### src/arm_ik_pkg.sv
`timescale 1ns / 1ps
// shared types, constants and tables of the planar arm solver
package arm_ik_pkg;

  localparam int POS_FRAC_BITS   = 6;
  localparam int ANGLE_FRAC_BITS = 8;
  localparam int ANG_SHIFT       = 16 - ANGLE_FRAC_BITS;

  localparam int CORDIC_STEPS = 18;
  localparam int DIV_STEPS    = 31;
  localparam int SQRT_STEPS   = 31;
  localparam int CNT_W        = 5;

  // cordic x/y width, angle width in 1/65536 degree, final angle math width
  localparam int VW = 52;
  localparam int ZW = 26;
  localparam int TW = 29;

  localparam logic signed [VW-1:0] CORDIC_GAIN = VW'(652032874);
  localparam logic signed [ZW-1:0] DEG90  = ZW'(90 * 65536);
  localparam logic signed [ZW-1:0] DEG180 = ZW'(180 * 65536);
  localparam logic signed [ZW-1:0] DEG360 = ZW'(360 * 65536);
  localparam logic signed [VW-1:0] NORM_LIM = {{(VW-41){1'b0}}, 1'b1, 40'b0};

  localparam logic signed [16:0] Z_MAX = 17'sh0FFFF;
  localparam logic signed [16:0] Z_MIN = 17'sh10000;

  typedef enum logic [2:0] {
    REG_UPPER     = 3'd0,
    REG_FORE      = 3'd1,
    REG_HAND      = 3'd2,
    REG_X_START   = 3'd3,
    REG_X_STOP    = 3'd4,
    REG_Z_OFFSET  = 3'd5,
    REG_HIT_PITCH = 3'd6
  } reg_idx_t;

  typedef struct packed {
    logic [15:0]        l1;
    logic [15:0]        l2;
    logic [15:0]        l3;
    logic [15:0]        x_start;
    logic [15:0]        x_stop;
    logic signed [16:0] z_offset;
    logic signed [16:0] hit_pitch;
  } cfg_t;

  localparam cfg_t CFG_RESET = '{
    l1: 16'd14311, l2: 16'd9715, l3: 16'd6613, x_start: 16'd20480,
    x_stop: 16'd7680, z_offset: 17'sd2560, hit_pitch: 17'sd15360
  };

  typedef enum logic [4:0] {
    OP_IDLE,
    OP_LOAD,
    OP_ROT_INIT,
    OP_ROT_STEP,
    OP_ROT_END,
    OP_MUL_L3C,
    OP_MUL_L3S,
    OP_MUL_X2,
    OP_MUL_Z2,
    OP_MUL_L1,
    OP_MUL_L2,
    OP_MUL_L12,
    OP_DEN,
    OP_NEXT_X,
    OP_DIV_INIT,
    OP_DIV_STEP,
    OP_DIV_END,
    OP_MUL_CC,
    OP_SQRT_INIT,
    OP_SQRT_STEP,
    OP_SQRT_END,
    OP_MUL_L2S,
    OP_MUL_L2C,
    OP_XA,
    OP_VEC_INIT,
    OP_VEC_NORM,
    OP_VEC_STEP,
    OP_VEC_END,
    OP_WRITE_OK,
    OP_WRITE_FAIL
  } op_t;

  typedef enum logic [1:0] {
    VSRC_SC,
    VSRC_ZX,
    VSRC_AB
  } vsel_t;

  typedef struct packed {
    op_t              op;
    logic [CNT_W-1:0] step;
    vsel_t            vsel;
  } cmd_t;

  typedef struct packed {
    logic search;
    logic x_more;
    logic unreach;
    logic norm_done;
  } status_t;

  typedef enum logic [4:0] {
    S_IDLE,
    S_CHECK,
    S_ROT,
    S_ROT_END,
    S_MUL_L3C,
    S_MUL_L3S,
    S_MUL_X2,
    S_MUL_Z2,
    S_MUL_L1,
    S_MUL_L2,
    S_MUL_L12,
    S_DEN,
    S_REACH,
    S_DIV,
    S_DIV_END,
    S_MUL_CC,
    S_SQRT_INIT,
    S_SQRT,
    S_SQRT_END,
    S_MUL_L2S,
    S_MUL_L2C,
    S_XA,
    S_VEC_INIT,
    S_VEC_NORM,
    S_VEC,
    S_VEC_END,
    S_OK,
    S_FAIL
  } state_t;

  // arctangent of 2^-i in 1/65536 degree
  function automatic logic signed [ZW-1:0] atan_entry(input logic [CNT_W-1:0] i);
    logic signed [ZW-1:0] v;
    case (i)
      5'd0:    v = ZW'(2949120);
      5'd1:    v = ZW'(1740967);
      5'd2:    v = ZW'(919879);
      5'd3:    v = ZW'(466945);
      5'd4:    v = ZW'(234379);
      5'd5:    v = ZW'(117304);
      5'd6:    v = ZW'(58666);
      5'd7:    v = ZW'(29335);
      5'd8:    v = ZW'(14668);
      5'd9:    v = ZW'(7334);
      5'd10:   v = ZW'(3667);
      5'd11:   v = ZW'(1833);
      5'd12:   v = ZW'(917);
      5'd13:   v = ZW'(458);
      5'd14:   v = ZW'(229);
      5'd15:   v = ZW'(115);
      5'd16:   v = ZW'(57);
      5'd17:   v = ZW'(29);
      default: v = '0;
    endcase
    return v;
  endfunction

endpackage

### src/arm_ik_ctrl.sv
`timescale 1ns / 1ps
// solver sequencer: steps the datapath through one item and owns the result handshake
module arm_ik_ctrl (
  input  logic                clk,
  input  logic                rst,
  input  logic                in_valid,
  output logic                in_ready,
  output logic                out_valid,
  input  logic                out_ready,
  input  arm_ik_pkg::status_t status,
  output arm_ik_pkg::cmd_t    cmd
);
  import arm_ik_pkg::*;

  localparam logic [CNT_W-1:0] LAST_CORDIC = CNT_W'(CORDIC_STEPS - 1);
  localparam logic [CNT_W-1:0] LAST_DIV    = CNT_W'(DIV_STEPS - 1);
  localparam logic [CNT_W-1:0] LAST_SQRT   = CNT_W'(SQRT_STEPS - 1);

  state_t           state, state_next;
  logic [CNT_W-1:0] cnt, cnt_next;
  vsel_t            vidx, vidx_next;
  logic             out_valid_next;
  logic             slot_free, write;

  always_ff @(posedge clk) begin
    if (rst) begin
      state     <= S_IDLE;
      cnt       <= '0;
      vidx      <= VSRC_SC;
      out_valid <= 1'b0;
    end else begin
      state     <= state_next;
      cnt       <= cnt_next;
      vidx      <= vidx_next;
      out_valid <= out_valid_next;
    end
  end

  always_comb begin
    state_next = state;
    cnt_next   = cnt;
    vidx_next  = vidx;
    cmd        = '0;
    cmd.op     = OP_IDLE;
    cmd.step   = cnt;
    cmd.vsel   = vidx;
    in_ready   = (state == S_IDLE);
    slot_free  = !out_valid || out_ready;
    unique case (state)
      S_IDLE: begin
        if (in_valid) begin
          cmd.op     = OP_LOAD;
          state_next = S_CHECK;
        end
      end
      S_CHECK: begin
        if (status.search && !status.x_more) begin
          state_next = S_FAIL;
        end else begin
          cmd.op     = OP_ROT_INIT;
          cnt_next   = '0;
          state_next = S_ROT;
        end
      end
      S_ROT: begin
        cmd.op = OP_ROT_STEP;
        if (cnt == LAST_CORDIC) begin
          state_next = S_ROT_END;
        end else begin
          cnt_next = cnt + 1'b1;
        end
      end
      S_ROT_END: begin
        cmd.op     = OP_ROT_END;
        state_next = S_MUL_L3C;
      end
      S_MUL_L3C: begin cmd.op = OP_MUL_L3C; state_next = S_MUL_L3S; end
      S_MUL_L3S: begin cmd.op = OP_MUL_L3S; state_next = S_MUL_X2; end
      S_MUL_X2:  begin cmd.op = OP_MUL_X2;  state_next = S_MUL_Z2; end
      S_MUL_Z2:  begin cmd.op = OP_MUL_Z2;  state_next = S_MUL_L1; end
      S_MUL_L1:  begin cmd.op = OP_MUL_L1;  state_next = S_MUL_L2; end
      S_MUL_L2:  begin cmd.op = OP_MUL_L2;  state_next = S_MUL_L12; end
      S_MUL_L12: begin cmd.op = OP_MUL_L12; state_next = S_DEN; end
      S_DEN:     begin cmd.op = OP_DEN;     state_next = S_REACH; end
      S_REACH: begin
        if (status.unreach) begin
          if (status.search) begin
            cmd.op     = OP_NEXT_X;
            state_next = S_CHECK;
          end else begin
            state_next = S_FAIL;
          end
        end else begin
          cmd.op     = OP_DIV_INIT;
          cnt_next   = '0;
          state_next = S_DIV;
        end
      end
      S_DIV: begin
        cmd.op = OP_DIV_STEP;
        if (cnt == LAST_DIV) begin
          state_next = S_DIV_END;
        end else begin
          cnt_next = cnt + 1'b1;
        end
      end
      S_DIV_END: begin cmd.op = OP_DIV_END; state_next = S_MUL_CC; end
      S_MUL_CC:  begin cmd.op = OP_MUL_CC;  state_next = S_SQRT_INIT; end
      S_SQRT_INIT: begin
        cmd.op     = OP_SQRT_INIT;
        cnt_next   = '0;
        state_next = S_SQRT;
      end
      S_SQRT: begin
        cmd.op = OP_SQRT_STEP;
        if (cnt == LAST_SQRT) begin
          state_next = S_SQRT_END;
        end else begin
          cnt_next = cnt + 1'b1;
        end
      end
      S_SQRT_END: begin cmd.op = OP_SQRT_END; state_next = S_MUL_L2S; end
      S_MUL_L2S:  begin cmd.op = OP_MUL_L2S;  state_next = S_MUL_L2C; end
      S_MUL_L2C:  begin cmd.op = OP_MUL_L2C;  state_next = S_XA; end
      S_XA: begin
        cmd.op     = OP_XA;
        vidx_next  = VSRC_SC;
        state_next = S_VEC_INIT;
      end
      S_VEC_INIT: begin
        cmd.op     = OP_VEC_INIT;
        state_next = S_VEC_NORM;
      end
      S_VEC_NORM: begin
        cmd.op = OP_VEC_NORM;
        if (status.norm_done) begin
          cnt_next   = '0;
          state_next = S_VEC;
        end
      end
      S_VEC: begin
        cmd.op = OP_VEC_STEP;
        if (cnt == LAST_CORDIC) begin
          state_next = S_VEC_END;
        end else begin
          cnt_next = cnt + 1'b1;
        end
      end
      S_VEC_END: begin
        cmd.op = OP_VEC_END;
        case (vidx)
          VSRC_SC: begin vidx_next = VSRC_ZX; state_next = S_VEC_INIT; end
          VSRC_ZX: begin vidx_next = VSRC_AB; state_next = S_VEC_INIT; end
          default: state_next = S_OK;
        endcase
      end
      S_OK: begin
        if (slot_free) begin
          cmd.op     = OP_WRITE_OK;
          state_next = S_IDLE;
        end
      end
      S_FAIL: begin
        if (slot_free) begin
          cmd.op     = OP_WRITE_FAIL;
          state_next = S_IDLE;
        end
      end
      default: state_next = S_IDLE;
    endcase
    write          = (cmd.op == OP_WRITE_OK) || (cmd.op == OP_WRITE_FAIL);
    out_valid_next = write ? 1'b1 : (out_ready ? 1'b0 : out_valid);
  end

`ifndef SYNTHESIS
  a_write_slot_free: assert property (@(posedge clk) disable iff (rst)
    write |-> (!out_valid || out_ready))
    else $error("result written over an untaken beat");
  a_accept_leaves_idle: assert property (@(posedge clk) disable iff (rst)
    (in_valid && in_ready) |=> (state != S_IDLE))
    else $error("accepted beat did not start work");
  a_write_shows_valid: assert property (@(posedge clk) disable iff (rst)
    write |=> out_valid)
    else $error("written result not presented");
  a_cordic_step_range: assert property (@(posedge clk) disable iff (rst)
    (state == S_ROT || state == S_VEC) |-> (cnt <= LAST_CORDIC))
    else $error("cordic step index out of range");
`endif

endmodule

### config.mk
export PLATFORM = sky130hd
export DESIGN_NAME = arm_ik_ctrl
export DESIGN_NICKNAME = d
export VERILOG_FILES = /design/src/arm_ik_pkg.sv /design/src/arm_ik_ctrl.sv
export SDC_FILE = /design/constraint.sdc
export NUM_CORES = 1
export LEC_CHECK = 0
export BUFFER_PORTS_ARGS = -buffer_cell sky130_fd_sc_hd__buf_4
export CAP_MARGIN = 15
export CORE_MARGIN = 2
export CORE_UTILIZATION = 57
export CTS_CLUSTER_SIZE = 30
export DETAILED_ROUTE_END_ITERATION = 8
export PLACE_DENSITY = 0.8
export SLEW_MARGIN = 0
export SYNTH_ARGS = -nofsm -noshare
export SYNTH_HDL_FRONTEND = slang
export SYNTH_SLANG_ARGS = --single-unit
### constraint.sdc
create_clock -name clk -period 2.99 [get_ports clk]
set_clock_uncertainty 0.15 [all_clocks]
set_input_delay 0.598 -clock clk [delete_from_list [all_inputs] [get_ports clk]]
set_output_delay 0.598 -clock clk [all_outputs]
set_load 0.01 [all_outputs]
==> results of run 1 <==
[final cells by class]
cell class	instances	share of cell area [%]
Tap cell	28	2.21
Clock buffer	4	1.65
Sequential cell	13	16.5
Timing Repair Buffer	28	13.2
Multi-Input combinational cell	155	64.5
Inverter	8	1.89
[cells by family (layout without fill, tap and decap cells)]
group	after synthesis	after routing	share of synthesized area, %
compound gates	63	63	31.4
xor+xnor	2	2	1.25
fa+ha+maj	3	3	2.67
buf+inv	27	40	8.55
flops	13	13	18.5
mux	3	3	2.23
simple gates	84	84	35.4
[cell usage in the layout, fill, tap and decap left out, types with 2 or more instances in the layout]
cell / count
a211oi_1: 3
a21oi_1: 13
a311oi_1: 4
a31oi_1: 4
and2_1: 2
and3_1: 3
and3b_1: 2
buf_4: 28
clkbuf_4: 3
dfxtp_1: 12
ha_1: 3
inv_1: 8
mux2i_1: 2
nand2_1: 16
nand2b_1: 4
nand3_1: 4
nand3b_1: 3
nand4_1: 6
nand4b_1: 2
nor2_1: 12
nor2b_1: 5
nor3_1: 4
nor3b_1: 3
nor4_1: 3
nor4bb_1: 2
o2111ai_1: 3
o211ai_1: 5
o21ai_0: 10
o21bai_1: 2
o22ai_1: 3
o31ai_1: 2
o32ai_1: 3
or2_2: 2
or3_1: 2
or4_1: 4
xnor2_1: 2
[power breakdown]
part	internal (µW)	switching, µW
Clock	52.1	75.7
Sequential	211	143
Combinational	484	618
Total	747	837
[flip-flops by register name, summed over array words and instances (netlist names)]
name,count
cnt,5
out_valid,1
vidx,2
state,5
[how the worst max path moves through the flow]
stage,from,endpoint,slack [ns],cells after the start
finish,state[0]$_SDFFE_PP0P_,cmd[7],0.18,5
global route,state[0]$_SDFFE_PP0P_,cmd[7],0.01,5
CTS,state[1]$_SDFFE_PP0P_,cmd[7],0.05,6
detailed placement,state[1]$_SDFFE_PP0P_,state[1]$_SDFFE_PP0P_,0.36,5
global placement,state[1]$_SDFFE_PP0P_,state[1]$_SDFFE_PP0P_,0.48,5
floorplan,state[1]$_SDFFE_PP0P_,cmd[7],0.52,6
[routing by layer]
| layer | vias up | routed length, µm | GRT usage [%] |
|---|---|---|---|
| li1 | 777 | - | - |
| met1 | 737 | 1730 | 44.4 |
| met2 | 92 | 1770 | 46.7 |
| met3 | 15 | 402 | 6.67 |
| met4 | 0 | 100 | 7.69 |
| met5 | - | 0 | 0 |
[worst max-delay path, cell delays in order, from the launching register on]
cell and delay [ns]:
dfxtp_1 0.74, inv_1 0.27, o21ai_0 0.19, o21ai_0 0.12, o32ai_1 0.26, buf_4 0.18
[stage by stage]
stage	utilization [%]	cells	hold WS, ns	instance area [µm²]
floorplan	-	195	0.355	1410
global placement	68.6	232	0.354	1560
detailed placement	68.6	232	0.354	1560
CTS	69.7	236	0.382	1590
global route	69.8	236	0.434	1590
finish	69.8	236	0.376	1590
==> results.toml, run 1 <==
[yosys]
synth-seq-cells = 13
synthesis.area_mm2 = 0.00141
synth_cell_types = 55
yosysMostFrequentCell = "nand2_1"
synth_area_leaders = "dfxtp_1, a21oi_1, nand2_1, o21ai_0, clkbuf_1"
async_flop_share_pct = 0
synth_top_area_share_pct = 18.5
ys_seq_area_share_pct = 18.5
syn_nets = 206
synth-edff-count = 0
yosys_warnings = 0
synth-main-ff-cell = "dfxtp_1"
synthesis.instances = 195
syn_avg_cell_area_um2 = 7.21
synth_top_area_cell = "dfxtp_1"
synth_common_cells = "nand2_1, a21oi_1, clkbuf_1, dfxtp_1, nor2_1"

[clock_tree]
postCtsHoldBufs = 0
post_cts_buffers = 0
cts_tree = "yes"
clkTransAtPathRegs_ns = 0.11
cts_buffers = 3
cts_sinks = 13
root_buffer = "clkbuf_4"
cts_max_level = 1
cts_buffer_depth = 2
insertion_delay_ns = 0.31
cts_resized = 0

[routing]
drt-pass1-iter-count = 5
ant_nets = 0
drc = 0
drt_iter0_drc = 115
drt-total-wl_um = 4000
routed_via_density = 6.87
dr_total_vias = 1621
wl_per_cell_um = 17.0

[finish]
nets = 220
drive_above_1_share_pct = 19.2
seq_area_um2 = 262
multi_input_area_mm2 = 0.00102
syn_to_final_growth_pct = 13.0
num_antenna_cells = 0
fill_cells = 193

[floorplanning]
pin_count = 22
die_y_um = 53.7
rows = 17
dieArea_mm2 = 0.00288
core_mm2 = 0.00228
die_w_um = 53.7
start_util_pct = 61.7

[sta]
fin_crit_ns = 2.81
rsz0062_at_grt = "no"
slew_viol_final = 0
setup_slack_ns = 0.178
hold_viol_final = 0
post-route-period-util_pct = 94.0
clock.fmax_mhz = 356
worst_pin_slew_ns = 0.686
max_slew_margin_pct = 54.3
setup_tns_ns = 0
setup_viol = 0

[setup_path]
crit_type = "reg -> out"
cp_max_fo = 22
reg2regPathDepth = 5
reg2reg_slack_ns = 0.38
worstPathArrival_ns = 2.06
crit_path_end_kind = "primary output"
start_kind = "flip-flop"
r2r-end = "state[2]$_SDFFE_PP0P_"
cp.required_ns = 2.24
rr_startpoint = "state[0]$_SDFFE_PP0P_"

[global_routing]
track_usage_pct = 30.9
gr-total-overflow = 0
antenna_found_initial = 0
grt_pass1_wl_um = 6490
grt_max_degree = 29
grt_pass1_vias = 1361

[worst_hold_path]
holdCritStartpoint = "vidx[1]$_SDFFE_PP0P_"
hold_path_class = "reg -> reg"
whs_endpoint = "vidx[1]$_SDFFE_PP0P_"
holdPathStages = 2

[power_and_ir_drop]
cellLeakagePower_uw = 0.000574
vdd_drop_max_mv = 0.598
power_density_mw_per_mm2 = 998
total_power_uw = 1580

[flow_run]
max_cap_violations = 0

[placed_design]
port_buffers = 21
hpwl_um = 2830
globalplace.congestion = 0.992
dpl_worst_slack_ns = 0.363

[outcome]
status = "finished clean"
No activity file was read; power rests on OpenSTA's default activity.
==> run 2: changes to the inputs <==
Settings changed: CORE_UTILIZATION 57 to 31, PLACE_DENSITY 0.8 to not set, REMOVE_ABC_BUFFERS set to 1.
==> run 2 against run 1 <==
Net effect: setup slack gained 0.080 ns; clock power grew 26%; final area is 4.4% higher; worst hold slack better by 0.0046 ns; total power increased by 4.3%; maximum frequency grew 2.9%; non-clock buffer count increased by 3; register-to-register slack got worse by 0.06 ns; combinational power rose by 5%; largest cell class unchanged.
==> results.toml, run 2 (same netlist as run 1, synthesis figures left out) <==
[worst_hold_path]
hold_path_class = "reg -> reg"
holdCritStartpoint = "vidx[1]$_SDFFE_PP0P_"
whs_endpoint = "vidx[1]$_SDFFE_PP0P_"
holdPathStages = 2

[clock_tree]
cts_resized = 0
cts_sinks = 13
cts_tree = "yes"
postCtsHoldBufs = 0
cts_max_level = 1
post_cts_buffers = 0
cts_buffers = 3
clkTransAtPathRegs_ns = 0.06
root_buffer = "clkbuf_8"
cts_buffer_depth = 2
insertion_delay_ns = 0.25

[placed_design]
port_buffers = 21
place_inst = 259
globalplace.congestion = 0.893
hpwl_um = 3030
placedInstanceArea_mm2 = 0.00161

[floorplanning]
core_mm2 = 0.00435
dieArea_mm2 = 0.00509
start_util_pct = 32.3
pin_count = 22
die_y_um = 71.3
die_w_um = 71.3
rows = 24

[finish]
final_util_pct = 38.1
stdcell_count = 263
num_antenna_cells = 0
final_common_cell = "buf_4"
syn_to_final_growth_pct = 18.0
mostFrequentLayoutCells = "buf_4, nand2_1, a21oi_1, dfxtp_1, nor2_1"
top_regs = "cnt: 5 flops, state: 5 flops, vidx: 2 flops"
final_area_mm2 = 0.00166
nets = 223
drive_above_1_share_pct = 19.9

[power_and_ir_drop]
vdd_drop_max_mv = 0.459
cellLeakagePower_uw = 0.000597
total_power_uw = 1650
power_density_mw_per_mm2 = 996

[routing]
drc = 0
dr_total_vias = 1573
drt_iter0_drc = 92
drt-total-wl_um = 4240
wl_per_cell_um = 16.1
drt-pass1-iter-count = 4
ant_nets = 0
routed_via_density = 5.98

[flow_run]
max_cap_violations = 0

[global_routing]
track_usage_pct = 16.9
grt_pass1_wl_um = 7000
antenna_found_initial = 0
grt_pass1_vias = 1478
gr-total-overflow = 0
grt_max_degree = 24

[setup_path]
crit_buf_inv = 2
crit_type = "reg -> out"
start_kind = "flip-flop"
cp_max_fo = 23
crit_family = "flip-flops"
worstPathArrival_ns = 1.98
cp_cell_sequence = "inv_1 -> o21ai_0 -> o21ai_0 -> o32ai_1 -> buf_4"
reg2regPathDepth = 5
cpMostUsedCell = "o21ai_0"
reg2reg_slack_ns = 0.32
crit_path_end_kind = "primary output"
cp_slowest_cell = "dfxtp_1"
rr_startpoint = "state[3]$_SDFFE_PP0P_"
cp.required_ns = 2.24
r2r-end = "state[1]$_SDFFE_PP0P_"
slowest_delay_ns = 0.80

[sta]
slew_viol_final = 0
rsz0062_at_grt = "no"
max_slew_margin_pct = 50.1
clock.fmax_mhz = 366
worst_pin_slew_ns = 0.747
post-route-period-util_pct = 91.4
fin_crit_ns = 2.73
hold_viol_final = 0
setup_tns_ns = 0
setup_viol = 0

[outcome]
status = "finished clean"
## run 2: changes by cell type in the layout (fill, tap and decap cells not counted), sizes merged
cell and change:
buf +3
## run 2: through the flow
stage               hold WS, ns  worst slack, ns
floorplan                 0.385            0.465
global route              0.419            0.105
global placement          0.354            0.404
detailed placement        0.368            0.380
CTS                       0.380            0.275
finish                    0.380            0.258
## run 2: per-layer routing
| metal | wire length, µm | part of all wire [%] | vias up | GRT usage, % |
|---|---|---|---|---|
| li1 | - | - | 786 | - |
| met1 | 1970 | 47 | 728 | 23.1 |
| met2 | 1930 | 45 | 55 | 26.1 |
| met3 | 296 | 7.0 | 4 | 4.36 |
| met4 | 40 | 0.94 | 0 | 5.24 |
| met5 | 0 | 0 | - | 0 |
## run 2: layout make-up
cell class | count | area, µm²
Fill cell | 449 | 2700
Multi-Input combinational cell | 155 | 1020
Timing Repair Buffer | 31 | 233
Inverter | 8 | 30.0
Tap cell | 52 | 65.1
Clock buffer | 4 | 45.0
Sequential cell | 13 | 260
## run 2: how the worst max path moves through the flow
stage	slack, ns	from	cells after the start	to
2_1_floorplan	0.47	state[4]$_SDFFE_PP0P_	5	state[1]$_SDFFE_PP0P_
3_3_place_gp	0.40	state[3]$_SDFFE_PP0P_	5	state[1]$_SDFFE_PP0P_
5_1_grt	0.10	state[0]$_SDFFE_PP0P_	6	cmd[7]
6_report	0.26	state[3]$_SDFFE_PP0P_	5	cmd[7]
4_1_cts	0.27	state[1]$_SDFFE_PP0P_	7	cmd[10]
3_5_place_dp	0.38	state[3]$_SDFFE_PP0P_	5	state[1]$_SDFFE_PP0P_
## run 2: where the power goes
part / total, µW / switching (µW) / internal, µW / leakage, µW
combinational: 1150 / 636 / 512 / 0.000469
clock: 161 / 66.3 / 94.3 / 0.0000228
sequential: 343 / 133 / 210 / 0.000106
total: 1650 / 835 / 816 / 0.000597
## run 2: worst register-to-register path, cell delays in order, from the launching register on
cell     delay [ns]
dfxtp_1        0.80
inv_1          0.27
a211o_1        0.43
and2_1         0.22
o31ai_1        0.33
mux2_2         0.38
